### src/design/lpfc_pkg.sv
// shared types, constants and the crc byte update for the frame checker
`timescale 1ns / 1ps

package lpfc_pkg;

  localparam logic [7:0]  StartByte      = 8'h7E;
  localparam logic [15:0] CrcPoly        = 16'h1021;
  localparam logic [7:0]  MaxLengthReset = 8'd250;
  localparam logic [7:0]  MinLength      = 8'd3;

  // configuration register indexes
  typedef enum logic [0:0] {
    REG_CRC_CHECK_EN = 1'b0,
    REG_MAX_LENGTH   = 1'b1
  } lpfc_reg_e;

  // receive phase, one-hot
  typedef enum logic [2:0] {
    PH_HUNT = 3'b001,
    PH_LEN  = 3'b010,
    PH_BODY = 3'b100
  } lpfc_phase_e;

  // frame status reported with each word
  typedef enum logic [1:0] {
    ST_NOT_LAST = 2'd0,
    ST_GOOD     = 2'd1,
    ST_CRC_ERR  = 2'd2,
    ST_LEN_ERR  = 2'd3
  } lpfc_status_e;

  typedef struct packed {
    logic       crc_check_en;
    logic [7:0] len_limit;
  } lpfc_cfg_t;

  typedef struct packed {
    logic [7:0]   data_byte;
    logic [7:0]   byte_index;
    logic         last;
    lpfc_status_e status;
    logic [15:0]  computed_crc;
  } lpfc_res_t;

  // crc-16 0x1021, msb first, one byte
  function automatic logic [15:0] crc_byte(input logic [15:0] crc, input logic [7:0] b);
    logic [15:0] c;
    c = crc ^ {b, 8'h00};
    for (int k = 0; k < 8; k++) begin
      if (c[15]) begin
        c = {c[14:0], 1'b0} ^ CrcPoly;
      end else begin
        c = {c[14:0], 1'b0};
      end
    end
    return c;
  endfunction

endpackage

### src/design/lpfc_if.sv
// valid/ready channel interfaces for incoming bytes and result words
`timescale 1ns / 1ps

interface lpfc_in_if;
  logic       valid;
  logic       ready;
  logic [7:0] rx_byte;

  modport source (output valid, output rx_byte, input ready);
  modport sink   (input valid, input rx_byte, output ready);
endinterface

interface lpfc_out_if;
  logic        valid;
  logic        ready;
  logic [7:0]  data_byte;
  logic [7:0]  byte_index;
  logic        last;
  logic [1:0]  status;
  logic [15:0] computed_crc;

  modport source (output valid, output data_byte, output byte_index, output last,
                  output status, output computed_crc, input ready);
  modport sink   (input valid, input data_byte, input byte_index, input last,
                  input status, input computed_crc, output ready);
endinterface

### src/design/lpfc_cfg.sv
// configuration registers of the frame checker
`timescale 1ns / 1ps

module lpfc_cfg import lpfc_pkg::*; (
  input  logic       clk_i,
  input  logic       rst_ni,
  input  logic       cfg_we_i,
  input  logic [0:0] cfg_idx_i,
  input  logic [7:0] cfg_wdata_i,
  output lpfc_cfg_t  cfg_o
);

  lpfc_cfg_t cfg_q;

  // register writes by index
  always_ff @(posedge clk_i or negedge rst_ni) begin
    if (!rst_ni) begin
      cfg_q.crc_check_en <= 1'b1;
      cfg_q.len_limit    <= MaxLengthReset;
    end else if (cfg_we_i) begin
      case (lpfc_reg_e'(cfg_idx_i))
        REG_CRC_CHECK_EN: cfg_q.crc_check_en <= cfg_wdata_i[0];
        REG_MAX_LENGTH:   cfg_q.len_limit    <= cfg_wdata_i;
        default: ;
      endcase
    end
  end

  assign cfg_o = cfg_q;

endmodule

### src/design/lpfc_frame.sv
// framing state, crc update and result word build for one byte
`timescale 1ns / 1ps

module lpfc_frame import lpfc_pkg::*; (
  input  logic       clk_i,
  input  logic       rst_ni,
  input  lpfc_cfg_t  cfg_i,
  input  logic [7:0] byte_i,
  input  logic       take_i,
  output logic       has_res_o,
  output lpfc_res_t  res_o
);

  lpfc_phase_e phase_q, phase_d;
  logic [7:0]  count_q, count_d;
  logic [7:0]  len_q, len_d;
  logic [15:0] crc_q, crc_d;
  logic [7:0]  rcl_q, rcl_d;

  logic [8:0]  idx_p1;
  logic [8:0]  idx_p2;
  logic [15:0] rx_crc;

  assign idx_p1 = {1'b0, count_q} + 9'd1;
  assign idx_p2 = {1'b0, count_q} + 9'd2;
  assign rx_crc = {byte_i, rcl_q};

  // next state and result for the byte in the input register
  always_comb begin
    phase_d   = phase_q;
    count_d   = count_q;
    len_d     = len_q;
    crc_d     = crc_q;
    rcl_d     = rcl_q;
    has_res_o = 1'b0;
    res_o     = '{data_byte: byte_i, byte_index: 8'd0, last: 1'b0,
                  status: ST_NOT_LAST, computed_crc: 16'd0};
    case (phase_q)
      PH_LEN: begin
        has_res_o = 1'b1;
        if (byte_i < MinLength || byte_i > cfg_i.len_limit) begin
          phase_d      = PH_HUNT;
          res_o.last   = 1'b1;
          res_o.status = ST_LEN_ERR;
        end else begin
          len_d   = byte_i;
          crc_d   = crc_byte(16'd0, byte_i);
          count_d = 8'd1;
          phase_d = PH_BODY;
        end
      end
      PH_BODY: begin
        has_res_o        = 1'b1;
        res_o.byte_index = count_q;
        if (idx_p1 >= {1'b0, len_q}) begin
          // final byte: high half of the received crc
          phase_d            = PH_HUNT;
          res_o.last         = 1'b1;
          res_o.computed_crc = crc_q;
          res_o.status       = (cfg_i.crc_check_en && rx_crc != crc_q) ? ST_CRC_ERR : ST_GOOD;
        end else begin
          if (idx_p2 == {1'b0, len_q}) begin
            rcl_d = byte_i;
          end else begin
            crc_d = crc_byte(crc_q, byte_i);
          end
          count_d = idx_p1[7:0];
        end
      end
      default: begin
        // hunting for the start byte
        phase_d = PH_HUNT;
        if (byte_i == StartByte) begin
          phase_d = PH_LEN;
          count_d = 8'd0;
          crc_d   = 16'd0;
        end
      end
    endcase
  end

  // frame state registers
  always_ff @(posedge clk_i or negedge rst_ni) begin
    if (!rst_ni) begin
      phase_q <= PH_HUNT;
      count_q <= 8'd0;
      len_q   <= 8'd0;
      crc_q   <= 16'd0;
      rcl_q   <= 8'd0;
    end else if (take_i) begin
      phase_q <= phase_d;
      count_q <= count_d;
      len_q   <= len_d;
      crc_q   <= crc_d;
      rcl_q   <= rcl_d;
    end
  end

endmodule

### src/design/length_prefixed_frame_crc_checker_unit.sv
// Length-prefixed frame checker with CRC-16 (poly 0x1021, init 0, msb first).
// Bytes are dropped until the start byte 0x7E; the next byte is the frame
// length (counting itself) and must lie between 3 and the length limit
// register, else a single length-error word is returned. Every frame byte
// comes out as one word with its index; the last word carries the computed
// crc and the good / crc-error status (the received crc is the last two
// bytes, low byte first). Throughput is one byte per clock while result words
// are taken as they are offered: a byte sits in the input register while the
// framing logic and one-byte crc update run, and its word is then loaded into
// the output register. A new byte can enter an empty input register while a
// finished word waits to be taken; a byte whose word cannot be loaded stays.
`timescale 1ns / 1ps

module length_prefixed_frame_crc_checker_unit import lpfc_pkg::*; (
  input  logic        clk_i,
  input  logic        rst_ni,
  lpfc_in_if.sink     byte_in_i,
  lpfc_out_if.source  result_o,
  input  logic        cfg_we_i,
  input  logic [0:0]  cfg_idx_i,
  input  logic [7:0]  cfg_wdata_i
);

  lpfc_cfg_t  cfg;
  lpfc_res_t  res;
  logic       has_res;

  logic       in_valid_q;
  logic [7:0] in_byte_q;
  logic       out_valid_q;
  lpfc_res_t  out_res_q;

  logic out_free;
  logic take;
  logic load_out;
  logic in_accept;

  // pipeline control
  assign out_free  = !out_valid_q || result_o.ready;
  assign take      = in_valid_q && (!has_res || out_free);
  assign load_out  = take && has_res;
  assign byte_in_i.ready = !in_valid_q || take;
  assign in_accept = byte_in_i.valid && byte_in_i.ready;

  lpfc_cfg u_cfg (
    .clk_i       (clk_i),
    .rst_ni      (rst_ni),
    .cfg_we_i    (cfg_we_i),
    .cfg_idx_i   (cfg_idx_i),
    .cfg_wdata_i (cfg_wdata_i),
    .cfg_o       (cfg)
  );

  lpfc_frame u_frame (
    .clk_i     (clk_i),
    .rst_ni    (rst_ni),
    .cfg_i     (cfg),
    .byte_i    (in_byte_q),
    .take_i    (take),
    .has_res_o (has_res),
    .res_o     (res)
  );

  // input register
  always_ff @(posedge clk_i or negedge rst_ni) begin
    if (!rst_ni) begin
      in_valid_q <= 1'b0;
    end else if (byte_in_i.ready) begin
      in_valid_q <= byte_in_i.valid;
    end
  end

  always_ff @(posedge clk_i) begin
    if (in_accept) begin
      in_byte_q <= byte_in_i.rx_byte;
    end
  end

  // output register
  always_ff @(posedge clk_i or negedge rst_ni) begin
    if (!rst_ni) begin
      out_valid_q <= 1'b0;
    end else if (out_free) begin
      out_valid_q <= load_out;
    end
  end

  always_ff @(posedge clk_i) begin
    if (load_out) begin
      out_res_q <= res;
    end
  end

  assign result_o.valid        = out_valid_q;
  assign result_o.data_byte    = out_res_q.data_byte;
  assign result_o.byte_index   = out_res_q.byte_index;
  assign result_o.last         = out_res_q.last;
  assign result_o.status       = out_res_q.status;
  assign result_o.computed_crc = out_res_q.computed_crc;

endmodule
### src/flat_wrapper.sv
// flat-port wrapper written by rule: the top's interface ports become plain ports
module length_prefixed_frame_crc_checker_unit_flat import lpfc_pkg::*;
  (clk_i, rst_ni, cfg_we_i, cfg_idx_i, cfg_wdata_i, byte_in_i_valid, byte_in_i_rx_byte, byte_in_i_ready, result_o_valid, result_o_data_byte, result_o_byte_index, result_o_last, result_o_status, result_o_computed_crc, result_o_ready);
  lpfc_in_if byte_in_i_i ();
  lpfc_out_if result_o_i ();
  input  logic clk_i;
  input  logic rst_ni;
  input  logic cfg_we_i;
  input  logic [0:0] cfg_idx_i;
  input  logic [7:0] cfg_wdata_i;
  input wire logic [$bits(byte_in_i_i.valid)-1:0] byte_in_i_valid;
  input wire logic [$bits(byte_in_i_i.rx_byte)-1:0] byte_in_i_rx_byte;
  output wire logic [$bits(byte_in_i_i.ready)-1:0] byte_in_i_ready;
  output wire logic [$bits(result_o_i.valid)-1:0] result_o_valid;
  output wire logic [$bits(result_o_i.data_byte)-1:0] result_o_data_byte;
  output wire logic [$bits(result_o_i.byte_index)-1:0] result_o_byte_index;
  output wire logic [$bits(result_o_i.last)-1:0] result_o_last;
  output wire logic [$bits(result_o_i.status)-1:0] result_o_status;
  output wire logic [$bits(result_o_i.computed_crc)-1:0] result_o_computed_crc;
  input wire logic [$bits(result_o_i.ready)-1:0] result_o_ready;
  assign byte_in_i_i.valid = byte_in_i_valid;
  assign byte_in_i_i.rx_byte = byte_in_i_rx_byte;
  assign byte_in_i_ready = byte_in_i_i.ready;
  assign result_o_valid = result_o_i.valid;
  assign result_o_data_byte = result_o_i.data_byte;
  assign result_o_byte_index = result_o_i.byte_index;
  assign result_o_last = result_o_i.last;
  assign result_o_status = result_o_i.status;
  assign result_o_computed_crc = result_o_i.computed_crc;
  assign result_o_i.ready = result_o_ready;
  length_prefixed_frame_crc_checker_unit u_core (.clk_i(clk_i), .rst_ni(rst_ni), .byte_in_i(byte_in_i_i), .result_o(result_o_i), .cfg_we_i(cfg_we_i), .cfg_idx_i(cfg_idx_i), .cfg_wdata_i(cfg_wdata_i));
endmodule
### config.mk
export PLATFORM = sky130hd
export DESIGN_NAME = length_prefixed_frame_crc_checker_unit_flat
export DESIGN_NICKNAME = d
export VERILOG_FILES = /design/src/design/lpfc_pkg.sv /design/src/design/lpfc_if.sv /design/src/design/lpfc_cfg.sv /design/src/design/lpfc_frame.sv /design/src/design/length_prefixed_frame_crc_checker_unit.sv /design/src/flat_wrapper.sv
export SDC_FILE = /design/constraint.sdc
export NUM_CORES = 1
export LEC_CHECK = 0
export BUFFER_PORTS_ARGS = -buffer_cell sky130_fd_sc_hd__buf_2
export CAP_MARGIN = 20
export CORE_ASPECT_RATIO = 0.7
export CORE_MARGIN = 5
export CORE_UTILIZATION = 40
export CTS_CLUSTER_DIAMETER = 30
export DETAILED_ROUTE_END_ITERATION = 7
export MAX_ROUTING_LAYER = met4
export PLACE_DENSITY = 0.58
export SETUP_SLACK_MARGIN = 0.05
export SLEW_MARGIN = 20
export SYNTH_ARGS = -nofsm -noshare
export SYNTH_HDL_FRONTEND = slang
export SYNTH_SLANG_ARGS = --single-unit
export TNS_END_PERCENT = 100
### constraint.sdc
create_clock -name clk_i -period 5.75 [get_ports clk_i]
set_input_delay 0 -clock clk_i [delete_from_list [all_inputs] [get_ports clk_i]]
set_output_delay 0 -clock clk_i [all_outputs]
set_load 0.05 [all_outputs]
==> impl_metrics.py, run 1 <==
metrics = {
    "sta": {
        "achievable-frequency_mhz": 277,
        "timing_hold_violations_final": 0,
        "fin_setup_tns_ps": 0,
        "report.final.setup_viol": 0,
        "fin_skew_ps": 7.73,
        "worst_pin_slew_ps": 1030,
        "report.final.slew_viol_count": 0,
        "layout_min_cycle_time_ps": 3610,
        "max-slew-margin-rel_pct": 31.2,
        "final_min_period_over_clock_period_pct": 62.9,
        "rsz0062_at_grt": "no",
    },
    "cells_and_area": {
        "fillers": 1151,
        "post_layout_nonfiller_instances": 677,
        "final_area_um2": 5990,
        "n_antenna_cell": 0,
        "final_core_utilization_pct": 48.2,
        "layout_cell_share_with_drive_strength_beyond_1_pct": 25.2,
        "finalNetCount": 550,
        "area_growth_pct": 18.3,
    },
    "floorplan": {
        "die_height_um": 104,
        "effective_utilization_at_floorplan_pct": 40.7,
        "io-pin-count": 59,
        "die-width_um": 144,
        "die_area_um2": 15000,
        "placementRows": 34,
        "coreArea_um2": 12400,
    },
    "yosys": {
        "synth-async-reset-ratio_pct": 55.7,
        "ys_ff_latch": 97,
        "synthXorXnorAreaFrac_pct": 10.0,
        "cell_count_after_synthesis": 438,
        "yosys.area_share.simple_pct": 11.6,
        "synth-main-ff-cell": "dfrtp_1",
        "yosys-mux-area-fraction_pct": 10.7,
        "post_synth_edffs": 43,
        "synth.cell_area_um2": 5060,
        "post_synth_fa_ha_maj_area_fraction_pct": 4.45,
        "syn-mean-instance-area_um2": 11.6,
        "yosys_warnings": 0,
        "main_combinational_cell_family_by_area_after_synthesis": "simple AND/OR/NAND/NOR gates",
        "netlist-cell-type-count": 51,
        "synth_sequential_area_ratio_pct": 52.4,
        "synth_nets": 478,
        "synth_compound_gate_area_share_pct": 7.10,
    },
    "pwr": {
        "switching_share_pct": 24.3,
        "internal_power_contribution_mw": 1.18,
        "share_clk_of_total_power_pct": 38.4,
        "report.power.total_mw": 1.57,
        "relative_contribution_of_combinational_cells_to_total_power_pct": 11.3,
        "static-leakage-power_nw": 2.83,
        "power.density_cell_area_nw_per_um2": 261,
        "peakVddDrop_mv": 0.156,
        "power.share.sequential_pct": 50.3,
        "netSwitchingPower_mw": 0.381,
    },
    "clocking": {
        "clock_insertion_delay_worst_skew_ps": 340,
        "cts_made_buffers": 9,
        "cts_tree": "yes",
        "ctsResizeCount": 0,
        "max-clock-path-buffers": 2,
        "clock-sinks": 97,
        "cts.htree.levels": 3,
        "clock_tree.root_cell": "clkbuf_16",
        "clock_pin_slew_reported_for_the_worst_setup_and_hold_paths_after_clock_tree_synthesis_ps": 60,
    },
    "setup_path": {
        "worst_reg2reg_path_depth": 11,
        "worstPathRequired_ps": 5970,
        "path_cells": "ha_1 -> and3_1 -> nand4_1 -> xnor2_1 -> ha_1 -> nand3_1 -> nor2_1 -> a221oi_1 -> nand2b_1 -> nand4b_2 -> mux2_1",
        "cp-end-kind": "flop",
        "crit_path_start_kind": "flop",
        "crit_fanout": 16,
        "cp_data_arrival_time_ps": 3830,
        "critical_path_class": "reg -> reg",
        "critical_path_cell_count": 11,
        "cp_common_cell": "ha_1",
        "critical_path.slowest_cell": "nand4b_2",
        "cp.buffers_inverters": 0,
        "slowest_delay_ps": 520,
        "crit_family": "simple AND/OR/NAND/NOR gates",
    },
    "min_path": {
        "whs_path_depth": 3,
        "hold_path.class": "in -> reg",
    },
    "status": {
        "status": "complete, no violations",
    },
    "global_route": {
        "grt_pass1_wl_um": 18000,
        "global_route.overflow_total": 0,
        "maximum_number_of_pins_on_one_net_before_global_route_repair": 55,
        "grt_pass1_vias": 3247,
        "grt_antenna_before_repair": 0,
        "grt_usage_pct": 15.7,
    },
    "drt": {
        "route.detailed.vias_per_inst": 5.02,
        "drt_iter0_drc": 192,
        "antenna_violating_nets_post_route": 0,
        "num_vias": 3400,
        "routed_wl_um": 11000,
        "detail_route.first_pass.iterations": 4,
        "wire_per_inst_um": 16.3,
        "remaining_drc_errors": 0,
    },
    "placement": {
        "post_dp_cell_area_um2": 5510,
        "place.detailed.instances": 643,
        "place_congestion": 0.836,
        "placement.io_buffers": 58,
        "post_dp_hpwl_um": 7900,
    },
    "flow_run": {
        "max-cap-violations": 0,
    },
}
-- final timing paths --
kind / startpoint / endpoint / slack (ps)
min in group asynchronous: rst_ni / u_core.u_cfg.cfg_o[2]$_DFFE_PN0P_ / 340
max in group asynchronous: rst_ni / u_core.u_frame.crc_q[15]$_DFFE_PN0P_ / 4930
worst min-delay path: cfg_idx_i / u_core.u_cfg.cfg_o[8]$_DFFE_PN1P_ / 40
worst min register to register: u_core.u_cfg.cfg_o[2]$_DFFE_PN0P_ / u_core.u_cfg.cfg_o[2]$_DFFE_PN0P_ / 520
worst max register to register: u_core.u_frame.count_q[1]$_DFFE_PN0P_ / u_core.u_frame.crc_q[14]$_DFFE_PN0P_ / 2140
worst max-delay path: u_core.u_frame.count_q[1]$_DFFE_PN0P_ / u_core.u_frame.crc_q[14]$_DFFE_PN0P_ / 2140
-- power by group through the flow --
stage | Combinational, mW | Clock [mW] | Sequential (mW)
after floorplan | 0.135 | 0 | 0.778
after global placement | 0.164 | 0 | 0.800
after detailed placement | 0.168 | 0 | 0.801
after CTS | 0.178 | 0.619 | 0.787
after global routing | 0.202 | 0.651 | 0.791
final | 0.177 | 0.602 | 0.787
-- area by class of cell --
| cell class | count | area (um2) | share of cell area (%) |
|---|---|---|---|
| inverters | 29 | 109 | 1.82 |
| clock inverters | 4 | 52.6 | 0.878 |
| multi-input cells | 293 | 2220 | 37.1 |
| well taps | 162 | 203 | 3.38 |
| clock buffers | 12 | 246 | 4.12 |
| flip-flops and latches | 97 | 2650 | 44.3 |
| repair buffers | 80 | 500 | 8.36 |
-- tightest hold or removal path, stage by stage --
cell and delay [ps]:
buf_2 90, nor2b_1 40, mux2_2 210
-- flip-flops by register name, summed over array words and instances, names as in the netlist --
signal,cells
u_core.result_o.computed_crc,16
u_core.u_frame.crc_q,16
u_core.u_cfg.cfg_o,9
u_core.in_byte_q,8
u_core.result_o.byte_index,8
u_core.result_o.data_byte,8
u_core.u_frame.count_q,8
u_core.u_frame.len_q,8
u_core.u_frame.rcl_q,8
u_core.u_frame.phase_q,3
u_core.result_o.status,2
u_core.in_valid_q,1
u_core.result_o.last,1
u_core.result_o.valid,1
-- synthesized netlist by cell type, types with 4 or more instances --
cell type,count,area (um2)
xor2_1,29,254
nand2b_1,7,43.8
nand2_1,31,116
mux2_2,38,428
o21ai_0,22,110
clkbuf_1,16,60.1
a21oi_1,10,50.1
inv_1,29,109
dfstp_2,8,210
dfrtp_1,46,1150
nor4_1,7,43.8
mux2i_1,10,100
nor2_1,24,90.1
and2_1,16,100
ha_1,18,225
o22ai_1,4,25.0
nand4_1,6,37.5
xnor2_1,29,254
nand3_1,5,25.0
edfxtp_1,43,1290
-- metal layers --
layer / global-route usage (%) / vias up / share of wire [%]
met5: - / - / 0
met4: 3.20 / 0 / 0.83
met3: 3.63 / 7 / 4.6
met2: 20.7 / 75 / 41
met1: 24.6 / 1642 / 54
li1: - / 1676 / -
-- layout by cell type (no fill, tap or decap), types with 7 or more instances in the layout --
cell | Yosys | routed
xnor2_1 | 29 | 29
nor4_1 | 7 | 7
nand2_1 | 31 | 31
a21oi_1 | 10 | 10
mux2i_1 | 10 | 10
nand2b_1 | 7 | 7
inv_1 | 29 | 29
nor2_1 | 24 | 23
and2_1 | 16 | 16
ha_1 | 18 | 18
edfxtp_1 | 43 | 43
dfstp_2 | 8 | 8
xor2_1 | 29 | 29
dfrtp_1 | 46 | 46
dlygate4sd3_1 | 0 | 18
mux2_2 | 38 | 38
o21ai_0 | 22 | 22
clkbuf_16 | 0 | 9
buf_2 | 2 | 58
-- cell families after synthesis --
group / after synthesis
simple gates: 111
xor+xnor: 58
flops: 97
compound gates: 57
buf+inv: 48
fa+ha+maj: 18
mux: 49
-- repair_timing --
item                                    CTS  global route
setup buffers                             0             0
endpoints found under the setup margin    0             0
endpoints found under the hold margin    64             0
hold buffers                             18             0
-- through the flow --
step	hold WS [ps]	setup WS, ps
5_1_grt	48.1	1760
3_3_place_gp	179	2280
2_1_floorplan	-296	2620
4_1_cts	26.4	2150
3_5_place_dp	178	2170
6_report	35.9	2140
Power figures use the tool's default switching activity.
==> run 2, diff against run 1 <==
Clock period 5.75 ns to 3.35 ns, I/O delays scaled along.
==> run 2 against run 1 <==
Net effect: clock-buffer cell count increased by 1; register-to-register slack got worse by 1900 ps; largest cell class unchanged; highest routed layer unchanged; fmax increased by 18%; die area unchanged; cell count increased by 1.5%; sequential share of layout area decreased by 1.0 points; critical path depth increased by 1.
==> impl_metrics.py, run 2 (synthesized netlist as in run 1, its figures left out) <==
metrics = {
    "cells_and_area": {
        "area_growth_pct": 21.1,
        "mostFrequentLayoutCells": "58 x buf_2, 46 x dfrtp_1, 43 x edfxtp_1",
        "n_antenna_cell": 0,
        "mostFrequentLayoutCell": "buf_2",
        "layout_cell_share_with_drive_strength_beyond_1_pct": 26.9,
        "finalNetCount": 560,
    },
    "setup_path": {
        "cp_common_cell": "ha_1",
        "critical_path_class": "reg -> reg",
        "worstPathRequired_ps": 3570,
        "cp_data_arrival_time_ps": 3290,
        "crit_fanout": 7,
        "cp-end-kind": "flop",
        "slowest_delay_ps": 460,
        "crit_family": "simple AND/OR/NAND/NOR gates",
        "cp.buffers_inverters": 2,
        "path_cells": "ha_1 -> and3_1 -> nand4_1 -> xnor2_1 -> ha_1 -> nand3_1 -> nor2_1 -> a221oi_2 -> inv_1 -> nor3_4 -> buf_12 -> mux2_2",
        "critical_path.slowest_cell": "dfrtp_1",
        "crit_path_start_kind": "flop",
    },
    "placement": {
        "post_dp_hpwl_um": 8230,
        "place_congestion": 0.879,
        "placement.io_buffers": 58,
    },
    "floorplan": {
        "die_area_um2": 15000,
        "coreArea_um2": 12400,
        "io-pin-count": 59,
        "die_height_um": 104,
        "placementRows": 34,
        "effective_utilization_at_floorplan_pct": 40.7,
        "die-width_um": 144,
    },
    "drt": {
        "antenna_violating_nets_post_route": 0,
        "drt_iter0_drc": 210,
        "wire_per_inst_um": 16.8,
        "route.detailed.vias_per_inst": 5.12,
        "remaining_drc_errors": 0,
        "num_vias": 3515,
        "detail_route.first_pass.iterations": 4,
        "routed_wl_um": 11600,
    },
    "clocking": {
        "cts_made_buffers": 9,
        "clock-sinks": 97,
        "clock_pin_slew_reported_for_the_worst_setup_and_hold_paths_after_clock_tree_synthesis_ps": 70,
        "clock_insertion_delay_worst_skew_ps": 340,
        "cts.htree.levels": 3,
        "max-clock-path-buffers": 2,
        "clock_tree.root_cell": "clkbuf_16",
        "cts_tree": "yes",
    },
    "pwr": {
        "switching_share_pct": 22.9,
        "netSwitchingPower_mw": 0.651,
        "relative_contribution_of_combinational_cells_to_total_power_pct": 11.2,
        "peakVddDrop_mv": 0.272,
        "internal_power_contribution_mw": 2.19,
        "share_clk_of_total_power_pct": 41.5,
        "power.density_cell_area_nw_per_um2": 463,
        "power.share.sequential_pct": 47.4,
        "static-leakage-power_nw": 2.88,
    },
    "sta": {
        "final_min_period_over_clock_period_pct": 91.6,
        "rsz0062_at_grt": "yes",
        "achievable-frequency_mhz": 326,
        "max-slew-margin-rel_pct": 37.9,
        "report.final.slew_viol_count": 0,
        "fin_setup_tns_ps": 0,
        "fin_skew_ps": 6.87,
        "fin_hold_ws_ps": 27.9,
        "report.final.setup_viol": 0,
        "worst_pin_slew_ps": 928,
        "layout_min_cycle_time_ps": 3070,
        "timing_hold_violations_final": 0,
    },
    "global_route": {
        "maximum_number_of_pins_on_one_net_before_global_route_repair": 39,
        "grt_pass1_wl_um": 18700,
        "grt_pass1_vias": 3421,
        "grt_usage_pct": 16.4,
        "global_route.overflow_total": 0,
        "grt_antenna_before_repair": 0,
    },
    "status": {
        "status": "complete, no violations",
    },
    "min_path": {
        "hold_path.class": "in -> reg",
    },
    "flow_run": {
        "max-cap-violations": 0,
    },
}
## run 2: changes by cell type in the layout (fill, tap and decap cells not counted), sizes merged
cell,change
bufinv,+2
clkinv,-3
clkbuf,+1
buf,+10
## run 2: worst paths after layout
| kind | startpoint | end | slack (ps) | cells past startpoint |
|---|---|---|---|---|
| setup reg to reg | u_core.u_frame.count_q[2]$_DFFE_PN0P_ | u_core.u_frame.rcl_q[6]$_DFFE_PN0P_ | 280 | 12 |
| hold / removal | cfg_idx_i | u_core.u_cfg.cfg_o[8]$_DFFE_PN1P_ | 30 | 3 |
| max in group asynchronous | rst_ni | u_core.u_frame.crc_q[5]$_DFFE_PN0P_ | 2250 | 3 |
| setup / recovery | u_core.u_frame.count_q[2]$_DFFE_PN0P_ | u_core.u_frame.rcl_q[6]$_DFFE_PN0P_ | 280 | 12 |
| hold reg to reg | u_core.u_cfg.cfg_o[0]$_DFFE_PN0P_ | u_core.u_cfg.cfg_o[0]$_DFFE_PN0P_ | 520 | 1 |
| min in group asynchronous | rst_ni | u_core.u_frame.len_q[2]$_DFFE_PN0P_ | 320 | 2 |
## run 2: tightest hold or removal path, cell delays in order
cell and delay (ps):
buf_2 90, nor2b_1 40, mux2_2 210
## run 2: area by class of cell
| type | instances | area [um2] |
|---|---|---|
| sequential | 97 | 2650 |
| clock buffer | 13 | 250 |
| fill | 1143 | 6300 |
| clock inverter | 3 | 90.1 |
| multi-input combinational | 293 | 2230 |
| timing repair buffer | 90 | 588 |
| inverter | 29 | 109 |
| tap | 162 | 203 |
## run 2: routing by layer
metal / vias up / global-route usage (%) / part of all wire, %
met3: 13 / 4.14 / 6.3
met4: 0 / 3.79 / 1.1
met2: 96 / 22.1 / 41
met5: - / - / 0
met1: 1716 / 24.6 / 51
li1: 1690 / - / -
## run 2: per-stage QoR
stage          setup WS, ps  total power, mW  cell area [um2]  utilization, %  instances
2_1_floorplan           222             1.57             5060               -        438
3_3_place_gp            266             1.65             5580            44.9        652
3_5_place_dp            158             1.67             5580            44.9        652
4_1_cts                 135             2.86             6100            49.1        686
5_1_grt                39.7             2.96             6130            49.3        687
6_report                282             2.84             6130            49.3        687
## run 2: power by group through the flow
| stage | logic [mW] | clock network, mW | registers [mW] |
|---|---|---|---|
| finish | 0.317 | 1.18 | 1.34 |
| global placement | 0.288 | 0 | 1.37 |
| detailed placement | 0.298 | 0 | 1.37 |
| global route | 0.359 | 1.25 | 1.35 |
| CTS | 0.315 | 1.20 | 1.34 |
| floorplan | 0.232 | 0 | 1.34 |
## run 2: repair_timing
action / in CTS / in global routing
setup endpoints to repair: 0 / 35
gates resized for setup: 0 / 2
buffers inserted: 0 / 1
hold endpoints to repair: 47 / 0
hold buffers: 18 / 0
==> run 3, diff against run 2 <==
Settings changed: BUFFER_PORTS_ARGS -buffer_cell sky130_fd_sc_hd__buf_2 to -buffer_cell sky130_fd_sc_hd__clkbuf_2, CTS_BUF_LIST set to sky130_fd_sc_hd__clkbuf_8.
==> run 3 against run 2 <==
Net effect: clock skew rose by 3.9 ps; highest routed layer unchanged; sequential share of layout area rose by 0.91 points; register-to-register slack barely moved; worst hold slack improved by 190 ps; die area did not move; first-iteration DRC count fell by 7.6%; non-clock buffer count rose by 2; routed wire length rose by 0.93%; final area fell by 2.0%; core utilization fell by 0.97 points; clock-buffer cell count fell by 3; critical path depth rose by 1.
==> impl_metrics.py, run 3 (synthesized netlist as in run 1, its figures left out) <==
metrics = {
    "sta": {
        "max-slew-margin-rel_pct": 41.4,
        "rsz0062_at_grt": "no",
        "fin_skew_ps": 10.8,
        "layout_min_cycle_time_ps": 3060,
        "timing_hold_violations_final": 0,
        "report.final.setup_viol": 0,
        "final_min_period_over_clock_period_pct": 91.2,
        "report.final.slew_viol_count": 0,
        "fin_setup_tns_ps": 0,
        "achievable-frequency_mhz": 327,
        "worst_pin_slew_ps": 879,
    },
    "global_route": {
        "grt_pass1_vias": 3551,
        "grt_pass1_wl_um": 19200,
        "maximum_number_of_pins_on_one_net_before_global_route_repair": 38,
        "global_route.overflow_total": 0,
        "grt_antenna_before_repair": 0,
        "grt_usage_pct": 16.7,
    },
    "clocking": {
        "cts_made_buffers": 9,
        "cts.htree.levels": 3,
        "clock_insertion_delay_worst_skew_ps": 370,
        "max-clock-path-buffers": 2,
        "clock_tree.root_cell": "clkbuf_8",
        "cts_tree": "yes",
        "clock-sinks": 97,
        "clock_pin_slew_reported_for_the_worst_setup_and_hold_paths_after_clock_tree_synthesis_ps": 90,
    },
    "floorplan": {
        "die_area_um2": 15000,
        "effective_utilization_at_floorplan_pct": 40.7,
        "io-pin-count": 59,
        "coreArea_um2": 12400,
        "placementRows": 34,
        "die-width_um": 144,
        "die_height_um": 104,
    },
    "drt": {
        "route.detailed.vias_per_inst": 5.07,
        "detail_route.wirelength.met1_um": 5980,
        "routed_wl_um": 11700,
        "maxUsedRoutingLayer": "met4",
        "antenna_violating_nets_post_route": 0,
        "dr_wl_met3_um": 590,
        "num_vias": 3491,
        "detail_route.first_pass.iterations": 4,
        "wire_per_inst_um": 17.0,
        "drt_iter0_drc": 194,
        "remaining_drc_errors": 0,
        "route.met2.wl_um": 4990,
    },
    "cells_and_area": {
        "final_core_utilization_pct": 48.3,
        "layout_cell_share_with_drive_strength_beyond_1_pct": 27.5,
        "finalNetCount": 562,
        "fillers": 1160,
        "n_antenna_cell": 0,
        "post_layout_nonfiller_instances": 689,
        "mostFrequentLayoutCells": "57 x clkbuf_2, 44 x dfrtp_1, 43 x edfxtp_1",
        "area_growth_pct": 18.7,
        "mostFrequentLayoutCell": "clkbuf_2",
    },
    "placement": {
        "placement.io_buffers": 58,
        "place.detailed.instances": 652,
        "place_congestion": 0.890,
        "post_dp_hpwl_um": 8270,
    },
    "pwr": {
        "power.density_cell_area_nw_per_um2": 407,
        "report.power.total_mw": 2.44,
        "static-leakage-power_nw": 2.81,
        "peakVddDrop_mv": 0.197,
    },
    "setup_path": {
        "crit_path_start_kind": "flop",
        "cp-end-kind": "flop",
        "crit_fanout": 7,
        "worstPathRequired_ps": 3610,
        "critical_path_class": "reg -> reg",
        "cp_data_arrival_time_ps": 3320,
    },
    "status": {
        "status": "complete, no violations",
    },
    "min_path": {
        "hold_path.class": "in -> reg",
    },
    "flow_run": {
        "max-cap-violations": 0,
    },
}
## run 3: critical path, stage by stage, from the launching register on
cell	delay [ps]
dfrtp_2	440
ha_2	240
and3_1	250
nand4_1	140
xnor2_1	260
ha_1	300
nand3_1	80
nor2_1	50
a221oi_2	320
nand2b_1	180
buf_4	160
nand3b_1	180
buf_4	230
mux2i_1	120
## run 3: worst paths after layout
path / from / end / slack (ps) / depth (start not counted)
worst max register to register: u_core.u_frame.count_q[2]$_DFFE_PN0P_ / u_core.u_frame.count_q[2]$_DFFE_PN0P_ / 290 / 13
worst max-delay path: u_core.u_frame.count_q[2]$_DFFE_PN0P_ / u_core.u_frame.count_q[2]$_DFFE_PN0P_ / 290 / 13
worst min-delay path: cfg_we_i / u_core.u_cfg.cfg_o[3]$_DFFE_PN1P_ / 210 / 3
max in group asynchronous: rst_ni / u_core.u_frame.crc_q[11]$_DFFE_PN0P_ / 2280 / 3
worst min register to register: u_core.u_cfg.cfg_o[0]$_DFFE_PN0P_ / u_core.u_cfg.cfg_o[0]$_DFFE_PN0P_ / 530 / 1
min in group asynchronous: rst_ni / u_core.u_cfg.cfg_o[2]$_DFFE_PN0P_ / 280 / 2
## run 3: repair_timing
item / CTS / global route
resized for setup: 0 / 4
hold endpoints to repair: 47 / 0
endpoints found under the setup margin: 0 / 31
hold buffers: 20 / 0
buffers inserted: 0 / 1
## run 3: layout make-up
cell class / count / area (um2) / share of cell area (%)
inverter: 29 / 109 / 1.81
clock buffer: 10 / 138 / 2.29
multi-input combinational: 293 / 2230 / 37.2
sequential: 97 / 2660 / 44.2
timing repair buffer: 92 / 608 / 10.1
clock inverter: 6 / 60.1 / 1.00
tap: 162 / 203 / 3.37
## run 3: per-stage QoR
stage / setup slack [ps] / area (um2) / hold slack, ps
floorplan: 222 / 5060 / -296
global placement: 252 / 5580 / 181
detailed placement: 85.8 / 5580 / 185
CTS: 60.2 / 5970 / 208
global route: 87.4 / 6010 / 233
finish: 294 / 6010 / 215
## run 3: per-layer routing
layer	track usage [%]	up-vias
met2	22.8	81
met5	-	-
li1	-	1686
met4	3.99	0
met1	25.2	1716
met3	3.63	8
## run 3: where the power goes
group	internal, mW	switching (mW)	leakage, nW	total [mW]
Combinational	0.151	0.167	1.59	0.318
Sequential	1.29	0.0632	1.12	1.35
Clock	0.362	0.414	0.103	0.776
Total	1.80	0.645	2.81	2.44
